### src/rtl/nrmc_pkg.sv
// Shared types, constants and helper functions for the RMC fix parser.
// No dependencies; every other file in rtl/ refers to it by scoped names.
package nrmc_pkg;

	// Defaults for the top-level parameters
	localparam int FRACTION_DIGITS_DEF = 5;
	localparam int MAX_COMMAS_DEF      = 12;

	// Parser state widths
	localparam int COMMA_W = 4;
	localparam int FRAC_W  = 3;
	localparam int ACC_W   = 34;  // shared number unit, widest accumulator

	// Accumulators hold value * 10^FRACTION_DIGITS
	localparam int LAT_ACC_W = 30;
	localparam int LON_ACC_W = 34;
	localparam int KN_ACC_W  = 30;

	// Output magnitudes saturate at these widths
	localparam int LAT_MAG_W = 30;
	localparam int LON_MAG_W = 34;

	// Output fields
	localparam int LAT_OUT_W = 31;
	localparam int LON_OUT_W = 35;
	localparam int SPD_OUT_W = 25;
	localparam int TDATA_W   = 96;
	localparam int PAD_W     = TDATA_W - (LAT_OUT_W + LON_OUT_W + SPD_OUT_W);

	// Conversion datapath depth in cycles
	localparam int SCALE_LAT = 8;

	// ASCII codes
	localparam logic [7:0] CH_DOLLAR = 8'h24;
	localparam logic [7:0] CH_G      = 8'h47;
	localparam logic [7:0] CH_P      = 8'h50;
	localparam logic [7:0] CH_N      = 8'h4E;
	localparam logic [7:0] CH_R      = 8'h52;
	localparam logic [7:0] CH_M      = 8'h4D;
	localparam logic [7:0] CH_C      = 8'h43;
	localparam logic [7:0] CH_A      = 8'h41;
	localparam logic [7:0] CH_S      = 8'h53;
	localparam logic [7:0] CH_W      = 8'h57;
	localparam logic [7:0] CH_COMMA  = 8'h2C;
	localparam logic [7:0] CH_DOT    = 8'h2E;
	localparam logic [7:0] CH_0      = 8'h30;
	localparam logic [7:0] CH_9      = 8'h39;

	// Field index = commas seen since the header
	localparam logic [COMMA_W-1:0] FLD_STATUS = 4'd2;
	localparam logic [COMMA_W-1:0] FLD_LAT    = 4'd3;
	localparam logic [COMMA_W-1:0] FLD_NS     = 4'd4;
	localparam logic [COMMA_W-1:0] FLD_LON    = 4'd5;
	localparam logic [COMMA_W-1:0] FLD_EW     = 4'd6;
	localparam logic [COMMA_W-1:0] FLD_SPEED  = 4'd7;
	localparam logic [COMMA_W-1:0] MIN_COMMAS = 4'd7;

	// Conversion constants
	localparam longint unsigned E7          = 64'd10_000_000;
	localparam longint unsigned CENT        = 64'd100;
	localparam longint unsigned MIN_PER_DEG = 64'd60;
	localparam longint unsigned KMH_E3_KN   = 64'd1852;

	// Header match progress: number of header characters matched so far
	typedef enum logic [2:0] {
		HP_IDLE,
		HP_DOLLAR,
		HP_G,
		HP_PN,
		HP_R,
		HP_M
	} hdr_t;

	typedef enum logic [1:0] {
		PH_INT,
		PH_FRAC,
		PH_STOP
	} phase_t;

	typedef struct packed {
		logic fix;
		logic south;
		logic west;
	} flags_t;

	typedef struct packed {
		flags_t                 flags;
		logic [LAT_ACC_W-1:0]   lat;
		logic [LON_ACC_W-1:0]   lon;
		logic [KN_ACC_W-1:0]    knots;
	} snap_t;

	function automatic longint unsigned pow10(input int k);
		logic [2:0] kk;
		kk = k[2:0];
		case (kk)
			3'd0: return 64'd1;
			3'd1: return 64'd10;
			3'd2: return 64'd100;
			3'd3: return 64'd1000;
			3'd4: return 64'd10000;
			3'd5: return 64'd100000;
			3'd6: return 64'd1000000;
			default: return 64'd10000000;
		endcase
	endfunction

	// Bits needed to hold values 0..v
	function automatic int width_of(input longint unsigned v);
		return (v < 64'd2) ? 1 : $clog2(v + 64'd1);
	endfunction

endpackage

### src/rtl/nrmc_cdiv.sv
// Pipelined divide by a constant: reciprocal multiply, then one correction step.
// One item per cycle while en is high. Uses nrmc_pkg.
module nrmc_cdiv #(
	parameter int              W   = 16,
	parameter longint unsigned DIV = 64'd10,
	localparam longint unsigned X_MAX = (64'd1 << W) - 64'd1,
	localparam int              Q_W   = nrmc_pkg::width_of(X_MAX / DIV),
	localparam int              R_W   = nrmc_pkg::width_of(DIV - 64'd1)
) (
	input  logic           clk,
	input  logic           en,
	input  logic [W-1:0]   x,
	output logic [Q_W-1:0] q,
	output logic [R_W-1:0] rem
);

	// floor(2^W / DIV) leaves the estimate at most one short
	localparam longint unsigned M   = (64'd1 << W) / DIV;
	localparam int              M_W = nrmc_pkg::width_of(M);
	localparam int              P_W = W + M_W;

	logic [P_W-1:0] prod_s1;
	logic [W-1:0]   x_s1;
	logic [W-1:0]   x_s2;
	logic [Q_W-1:0] q0_s2;
	logic [W-1:0]   qd_s2;
	logic [Q_W-1:0] q_s3;
	logic [R_W-1:0] rem_s3;

	logic [Q_W-1:0] q0;
	logic [W-1:0]   diff;

	always_comb begin
		q0   = Q_W'(prod_s1 >> W);
		diff = x_s2 - qd_s2;
	end

	always_ff @(posedge clk) begin
		if (en) begin
			prod_s1 <= P_W'(x) * P_W'(M);
			x_s1    <= x;
			q0_s2   <= q0;
			qd_s2   <= W'(64'(q0) * DIV);
			x_s2    <= x_s1;
			if (64'(diff) >= DIV) begin
				q_s3   <= q0_s2 + 1'b1;
				rem_s3 <= R_W'(64'(diff) - DIV);
			end else begin
				q_s3   <= q0_s2;
				rem_s3 <= R_W'(diff);
			end
		end
	end

	assign q   = q_s3;
	assign rem = rem_s3;

endmodule

### src/rtl/nrmc_scale.sv
// Fixed-point rescale y = floor(x/DIV_A)*MUL_Q + floor((x mod DIV_A)*MUL_R/DIV_B),
// saturated to OUT_W bits. Uses nrmc_pkg, nrmc_cdiv.
module nrmc_scale #(
	parameter int              IN_W  = 30,
	parameter int              OUT_W = 30,
	parameter longint unsigned DIV_A = 64'd100,
	parameter longint unsigned MUL_Q = 64'd1,
	parameter longint unsigned MUL_R = 64'd1,
	parameter longint unsigned DIV_B = 64'd10
) (
	input  logic             clk,
	input  logic             en,
	input  logic [IN_W-1:0]  x,
	output logic [OUT_W-1:0] y
);

	localparam longint unsigned X_MAX  = (64'd1 << IN_W) - 64'd1;
	localparam longint unsigned Q_MAX  = X_MAX / DIV_A;
	localparam int              Q_W    = nrmc_pkg::width_of(Q_MAX);
	localparam int              R_W    = nrmc_pkg::width_of(DIV_A - 64'd1);
	localparam int              QC_W   = nrmc_pkg::width_of(Q_MAX * MUL_Q);
	localparam int              P_W    = nrmc_pkg::width_of((DIV_A - 64'd1) * MUL_R);
	localparam int              F_W    = nrmc_pkg::width_of(((64'd1 << P_W) - 64'd1) / DIV_B);
	localparam int              SUM_W  = ((QC_W > F_W) ? QC_W : F_W) + 1;
	localparam longint unsigned Y_MAX  = (64'd1 << OUT_W) - 64'd1;

	logic [Q_W-1:0]   q_a;
	logic [R_W-1:0]   r_a;
	logic [QC_W-1:0]  qc_s4, qc_s5, qc_s6, qc_s7;
	logic [P_W-1:0]   p_s4;
	logic [F_W-1:0]   f_b;
	logic [SUM_W-1:0] sum;
	logic [OUT_W-1:0] y_s8;

	nrmc_cdiv #(.W(IN_W), .DIV(DIV_A)) u_div_a (
		.clk (clk),
		.en  (en),
		.x   (x),
		.q   (q_a),
		.rem (r_a)
	);

	nrmc_cdiv #(.W(P_W), .DIV(DIV_B)) u_div_b (
		.clk (clk),
		.en  (en),
		.x   (p_s4),
		.q   (f_b),
		.rem ()
	);

	assign sum = SUM_W'(qc_s7) + SUM_W'(f_b);

	always_ff @(posedge clk) begin
		if (en) begin
			qc_s4 <= QC_W'(64'(q_a) * MUL_Q);
			p_s4  <= P_W'(64'(r_a) * MUL_R);
			qc_s5 <= qc_s4;
			qc_s6 <= qc_s5;
			qc_s7 <= qc_s6;
			y_s8  <= (64'(sum) > Y_MAX) ? {OUT_W{1'b1}} : OUT_W'(sum);
		end
	end

	assign y = y_s8;

endmodule

### config.mk
export PLATFORM = sky130hd
export DESIGN_NAME = nrmc_scale
export DESIGN_NICKNAME = d
export VERILOG_FILES = /design/src/rtl/nrmc_pkg.sv /design/src/rtl/nrmc_cdiv.sv /design/src/rtl/nrmc_scale.sv
export SDC_FILE = /design/constraint.sdc
export NUM_CORES = 1
export LEC_CHECK = 0
export BUFFER_PORTS_ARGS = -buffer_cell sky130_fd_sc_hd__buf_2
export CAP_MARGIN = 20
export CORE_ASPECT_RATIO = 1.5
export CORE_MARGIN = 10
export CORE_UTILIZATION = 46
export CTS_BUF_LIST = sky130_fd_sc_hd__clkbuf_4
export DETAILED_ROUTE_END_ITERATION = 12
export PLACE_DENSITY = 0.61
export SYNTH_ARGS = -nofsm -noshare
export SYNTH_HDL_FRONTEND = slang
export SYNTH_SLANG_ARGS = --single-unit
### constraint.sdc
create_clock -name clk -period 7.4 [get_ports clk]
set_clock_uncertainty 0.15 [all_clocks]
set_input_delay 0 -clock clk [delete_from_list [all_inputs] [get_ports clk]]
set_output_delay 0 -clock clk [all_outputs]
set_load 0.005 [all_outputs]
# --- After elaboration in Yosys (flattened, before gate mapping) ---
# Cells that the tools add are included.
totals:
  wordCells: 34
  inputBits: 32
  register_bits: 361
classes:
  addsub: 6
  order_cmp: 2
  n_mux: 3
  mul: 4
op_table:
  columns: ["operator", "n"]
  rows:
  - ["multiplier 30 x 23 -> 53 bit (second input constant)", 1]
  - [">= comparator 30 x 7 -> 1 bit (second input constant)", 1]
  - ["subtractor 30 bit", 1]
  - ["multiplier 24 x 5 -> 28 bit (second input constant)", 1]
  - ["adder 24 x 4 -> 25 bit", 1]
  - ["adder 24 x 1 -> 24 bit (second input constant)", 1]
  - ["two-way mux 24 bit", 1]
  - ["multiplier 7 x 2 -> 9 bit (second input constant)", 1]
  - [">= comparator 7 x 4 -> 1 bit (second input constant)", 1]
  - ["two-way mux 7 bit", 1]
  - ["subtractor 7 bit", 1]
  - ["subtractor 7 bit (second input constant)", 1]
  - ["multiplier 4 x 3 -> 6 bit (second input constant)", 1]
  - ["adder 4 x 1 -> 4 bit (second input constant)", 1]
  - ["two-way mux 4 bit", 1]

# --- Longest topological paths before layout ---
depth:
  word_depth: 3
  ltp_mapped: 26
  ltp_nobuf: 26

# --- Modules after synthesis ---
# From an unflattened synthesis, not the netlist that was laid out.
hier_totals:
  hier_cells: 2286
  hier_area_um2: 27294.9
modules_own_cells:
  columns: ["mod", "area_per_inst_um2", "cells_per_inst", "seq_area_each_um2", "instances"]
  rows:
  - ["nrmc_cdiv (u_div_a)", 21216.6, 1974, 4924.7, 1]
  - ["nrmc_scale", 4431.8, 208, 3843.7, 1]
  - ["nrmc_cdiv (u_div_b)", 1646.6, 104, 1021.0, 1]

# --- Least setup slack after synthesis ---
# Ideal clock, no wire load.
synth_path:
  kind: "input -> register"
  startpoint: "input x[15]"
  endpoint: "register u_div_a.prod_s1[53] (data pin)"
  cell_stages: 24
  setup_time_ns: 0.266
  slack_ns: 1.048
  arrival_time_ns: 5.936
  required_ns: 6.984
  cell_sequence: "ha_1 -> inv_1 -> fa_1 -> fa_1 -> inv_1 -> fa_1 -> fa_1 -> fa_1 -> inv_1 -> fa_1 -> inv_1 -> ha_1 -> a21o_1 -> a21o_1 -> a21o_1 -> nor4b_2 -> a21o_1 -> nand3_1 -> a31oi_1 -> a2111oi_2 -> o21a_1 -> o21a_2 -> o41ai_1 -> xnor2_1"
synth_via:
  elab_chain_len: 1
synth_rtl:
  columns: ["element", "line", "text"]
  rows:
  - ["from (decl)", "nrmc_scale.sv:13", "input logic [IN_W-1:0] x,"]
  - ["multiplier 30 x 23 -> 53 bit", "nrmc_cdiv.sv:40", "prod_s1 <= P_W'(x) * P_W'(M);"]
  - ["to (signal assigned)", "nrmc_cdiv.sv:40", null]
  - ["to (decl)", "nrmc_cdiv.sv:22", "logic [P_W-1:0] prod_s1;"]
# No other way between the ends.
# A chain may end at the register's enable or synchronous reset.

# --- Worst setup path in the final report ---
layout_path:
  startpoint: "input x[1]"
  endpoint: "register u_div_a.prod_s1[53] (data pin)"
# Same word-level chain as after synthesis.

==> out/metrics.cfg <==
[floorplanning]
start_util=0.4655
boundaryPins=62
core_area_sq_um=58110
die_x_um=218.0
die_area_sq_um=69100
fp.dieH_um=317.0
rows=108

[clock_network]
cts_buffer_depth=3
cts.htree.levels=3
insertion_delay_ns=0.76
cts_tree=built
cts_root_buf=clkbuf_4
cts_buffers=78
cts.reportedPaths.clkPinSlew_ns=0.06
clkSinkCount=320

[job]
maxCapViolations=0

[route]
drtPass1Iterations=5
antenna_left=0
routed_wl_um=57980
wl_per_cell_um=17.68
vias=16490
drt_iter0_markers=678
avgViaCountPerCell=5.029
route.detailed.drc=0

[placed_design]
finalWeightedCongestion=0.9371
place_hpwl_um=47060
io_buffers=56

[timing]
hold_viol_final=0
slew_headroom=0.2656
setup_violations=0
rsz0062_at_grt=yes
fin_crit_sh=0.9764
drv_slew=0
worst_slew_pin_slew_ns=1.102
fmax_mhz=138.4
period_needed_ns=7.226

[setup_path]
crit_required_ns=7.76
path_delay_family=adder cells
startpoint_type=input port
crit_arrival_ns=7.58
cp.buffers_inverters=6
cp-end-kind=register
cp_slowest_cell=dlygate4sd3_1
rr_startpoint=u_div_a.prod_s1[33]
rr_endpoint=u_div_a.qd_s2[28]
worst-setup-path-type=in -> reg
crit_fanout=7
reg2reg_slack_ns=2.53
max_stage_delay_ns=0.55
r2r_cells=18

[hold_path]
hold_start=x[26]
hold_class=in -> reg
hold_end=u_div_a.x_s1[26]
hold_depth=2

[finish]
nets=3191
post-route-util=0.5128
drive_gt1_frac=0.09609
fillers=5196
final_common_cell=inv_1
mostFrequentLayoutCells=inv_1 (602), ha_1 (432), edfxtp_1 (320), fa_1 (277), clkbuf_4 (110)
syn2layout_area_growth_pct=10.17

[global_routing]
grt_pass1_vias=18110
antenna_found_initial=1
grt_pass1_wl_um=93060
overflow=0
grt_start_max_net_pins=174
grt.total_usage=0.1735

[yosys]
ys_ff_latch=320
synthesis.area_sq_um=27050
synth_flop_cell=edfxtp_1
avgSynthCellArea_sq_um=11.93
synth_top_cell_by_area=edfxtp_1
synthArstFlopShare=0
yosysWarnings=0
yosysSeqAreaShare=0.3553
yosysUniqueCellTypes=82
synth.top_cell.area_share=0.3553
synth_edf_count=320
syn_inst=2267
synthTopCellsByArea=edfxtp_1 (36%), fa_1 (21%), ha_1 (20%)

[outcome]
status=finished, final reports clean

cells by family after synthesis:
family,after synthesis,share of synthesized area
XOR/XNOR,121,0.03946
multiplexers,5,0.001850
buffers and inverters,618,0.08799
AO/OA/AOI/OAI,221,0.05584
other,1,0.0001386
adder cells (fa/ha/maj),709,0.4049
flip-flops,320,0.3553
AND/OR/NAND/NOR,272,0.05459
worst max path at each step:
| stage | from | slack [ns] | endpoint | cells past startpoint |
|---|---|---|---|---|
| 6_report | x[1] | 0.17 | u_div_a.prod_s1[53] | 28 |
| 5_1_grt | x[1] | -0.07 | u_div_a.prod_s1[53] | 28 |
| 4_1_cts | x[1] | 0.03 | u_div_a.prod_s1[53] | 28 |
| 3_5_place_dp | x[9] | 0.16 | u_div_a.prod_s1[53] | 25 |
| 3_3_place_gp | x[10] | 0.21 | u_div_a.prod_s1[53] | 27 |
| 2_1_floorplan | x[15] | 1.05 | u_div_a.prod_s1[53] | 24 |
worst register-to-register path: stages, from the launching register on:
cell and delay, ns:
edfxtp_1 0.50, ha_1 0.35, ha_1 0.28, inv_1 0.05, fa_1 0.50, inv_1 0.04, ha_1 0.32, a21o_1 0.20
a21oi_1 0.24, o21bai_1 0.09, a21oi_1 0.24, o21ai_0 0.25, a211oi_1 0.38, o21ai_0 0.21, nand2_1 0.13, o2111ai_1 0.16
a31oi_1 0.27, o21ai_0 0.14, xor2_1 0.15
registers in the layout, indices dropped and copies added, names as in the netlist, 7 cells and up:
register	cells
p_s4	7
qc_s4	24
qc_s5	24
qc_s6	24
qc_s7	24
u_div_a.prod_s1	24
u_div_a.q	24
u_div_a.q0_s2	24
u_div_a.qd_s2	25
u_div_a.rem	7
u_div_a.x_s1	30
u_div_a.x_s2	30
y	25
layer usage:
layer | track usage | part of all wire
met1 | 0.1773 | 0.37
met2 | 0.3259 | 0.54
met3 | 0.02340 | 0.027
met4 | 0.1099 | 0.064
met5 | 0 | 0
Yosys cell counts, drive strengths merged (24+ instances only):
library cell,number
ha,432
edfxtp,320
fa,277
o21ai,43
xor2,29
a21o,35
nand3,42
a21oi,62
nand2,41
inv,602
nor3,24
nor2,50
xnor2,92
nand4,24
through the flow:
step	setup WS, ns	std cells	instance area, sq um	TNS [ns]	hold WS [ns]
after floorplan	1.048	2271	27060	0	-0.05113
after global placement	0.2056	3101	28360	0	0.2123
after detailed placement	0.1581	3101	28360	0	0.2335
after CTS	0.02869	3278	29750	0	0.005756
after global routing	-0.06737	3279	29800	-0.06737	0.04344
final	0.1743	3279	29800	0	0.1177
what timing repair did:
action                                 CTS  global route
endpoints found under the hold margin  177             0
hold buffers                            39             0
resized for setup                        0             5
setup endpoints to repair                0             4
setup buffers                            0             0
final cells by class:
cell class                 instances  area, sq um  area share
timing repair buffer             115        843.3     0.02830
clock buffer                     110        825.8     0.02771
antenna                            1        2.502  0.00008398
inverter                         602         2260     0.07583
clock inverter                    28        176.4    0.005921
multi-input combinational       1333        15120      0.5073
sequential                       320         9609      0.3225
tap                              770        963.4     0.03233
Power is left out: the tool's default activity adds up to more than one toggle a clock period on the data nets, which glitch-free logic cannot reach.
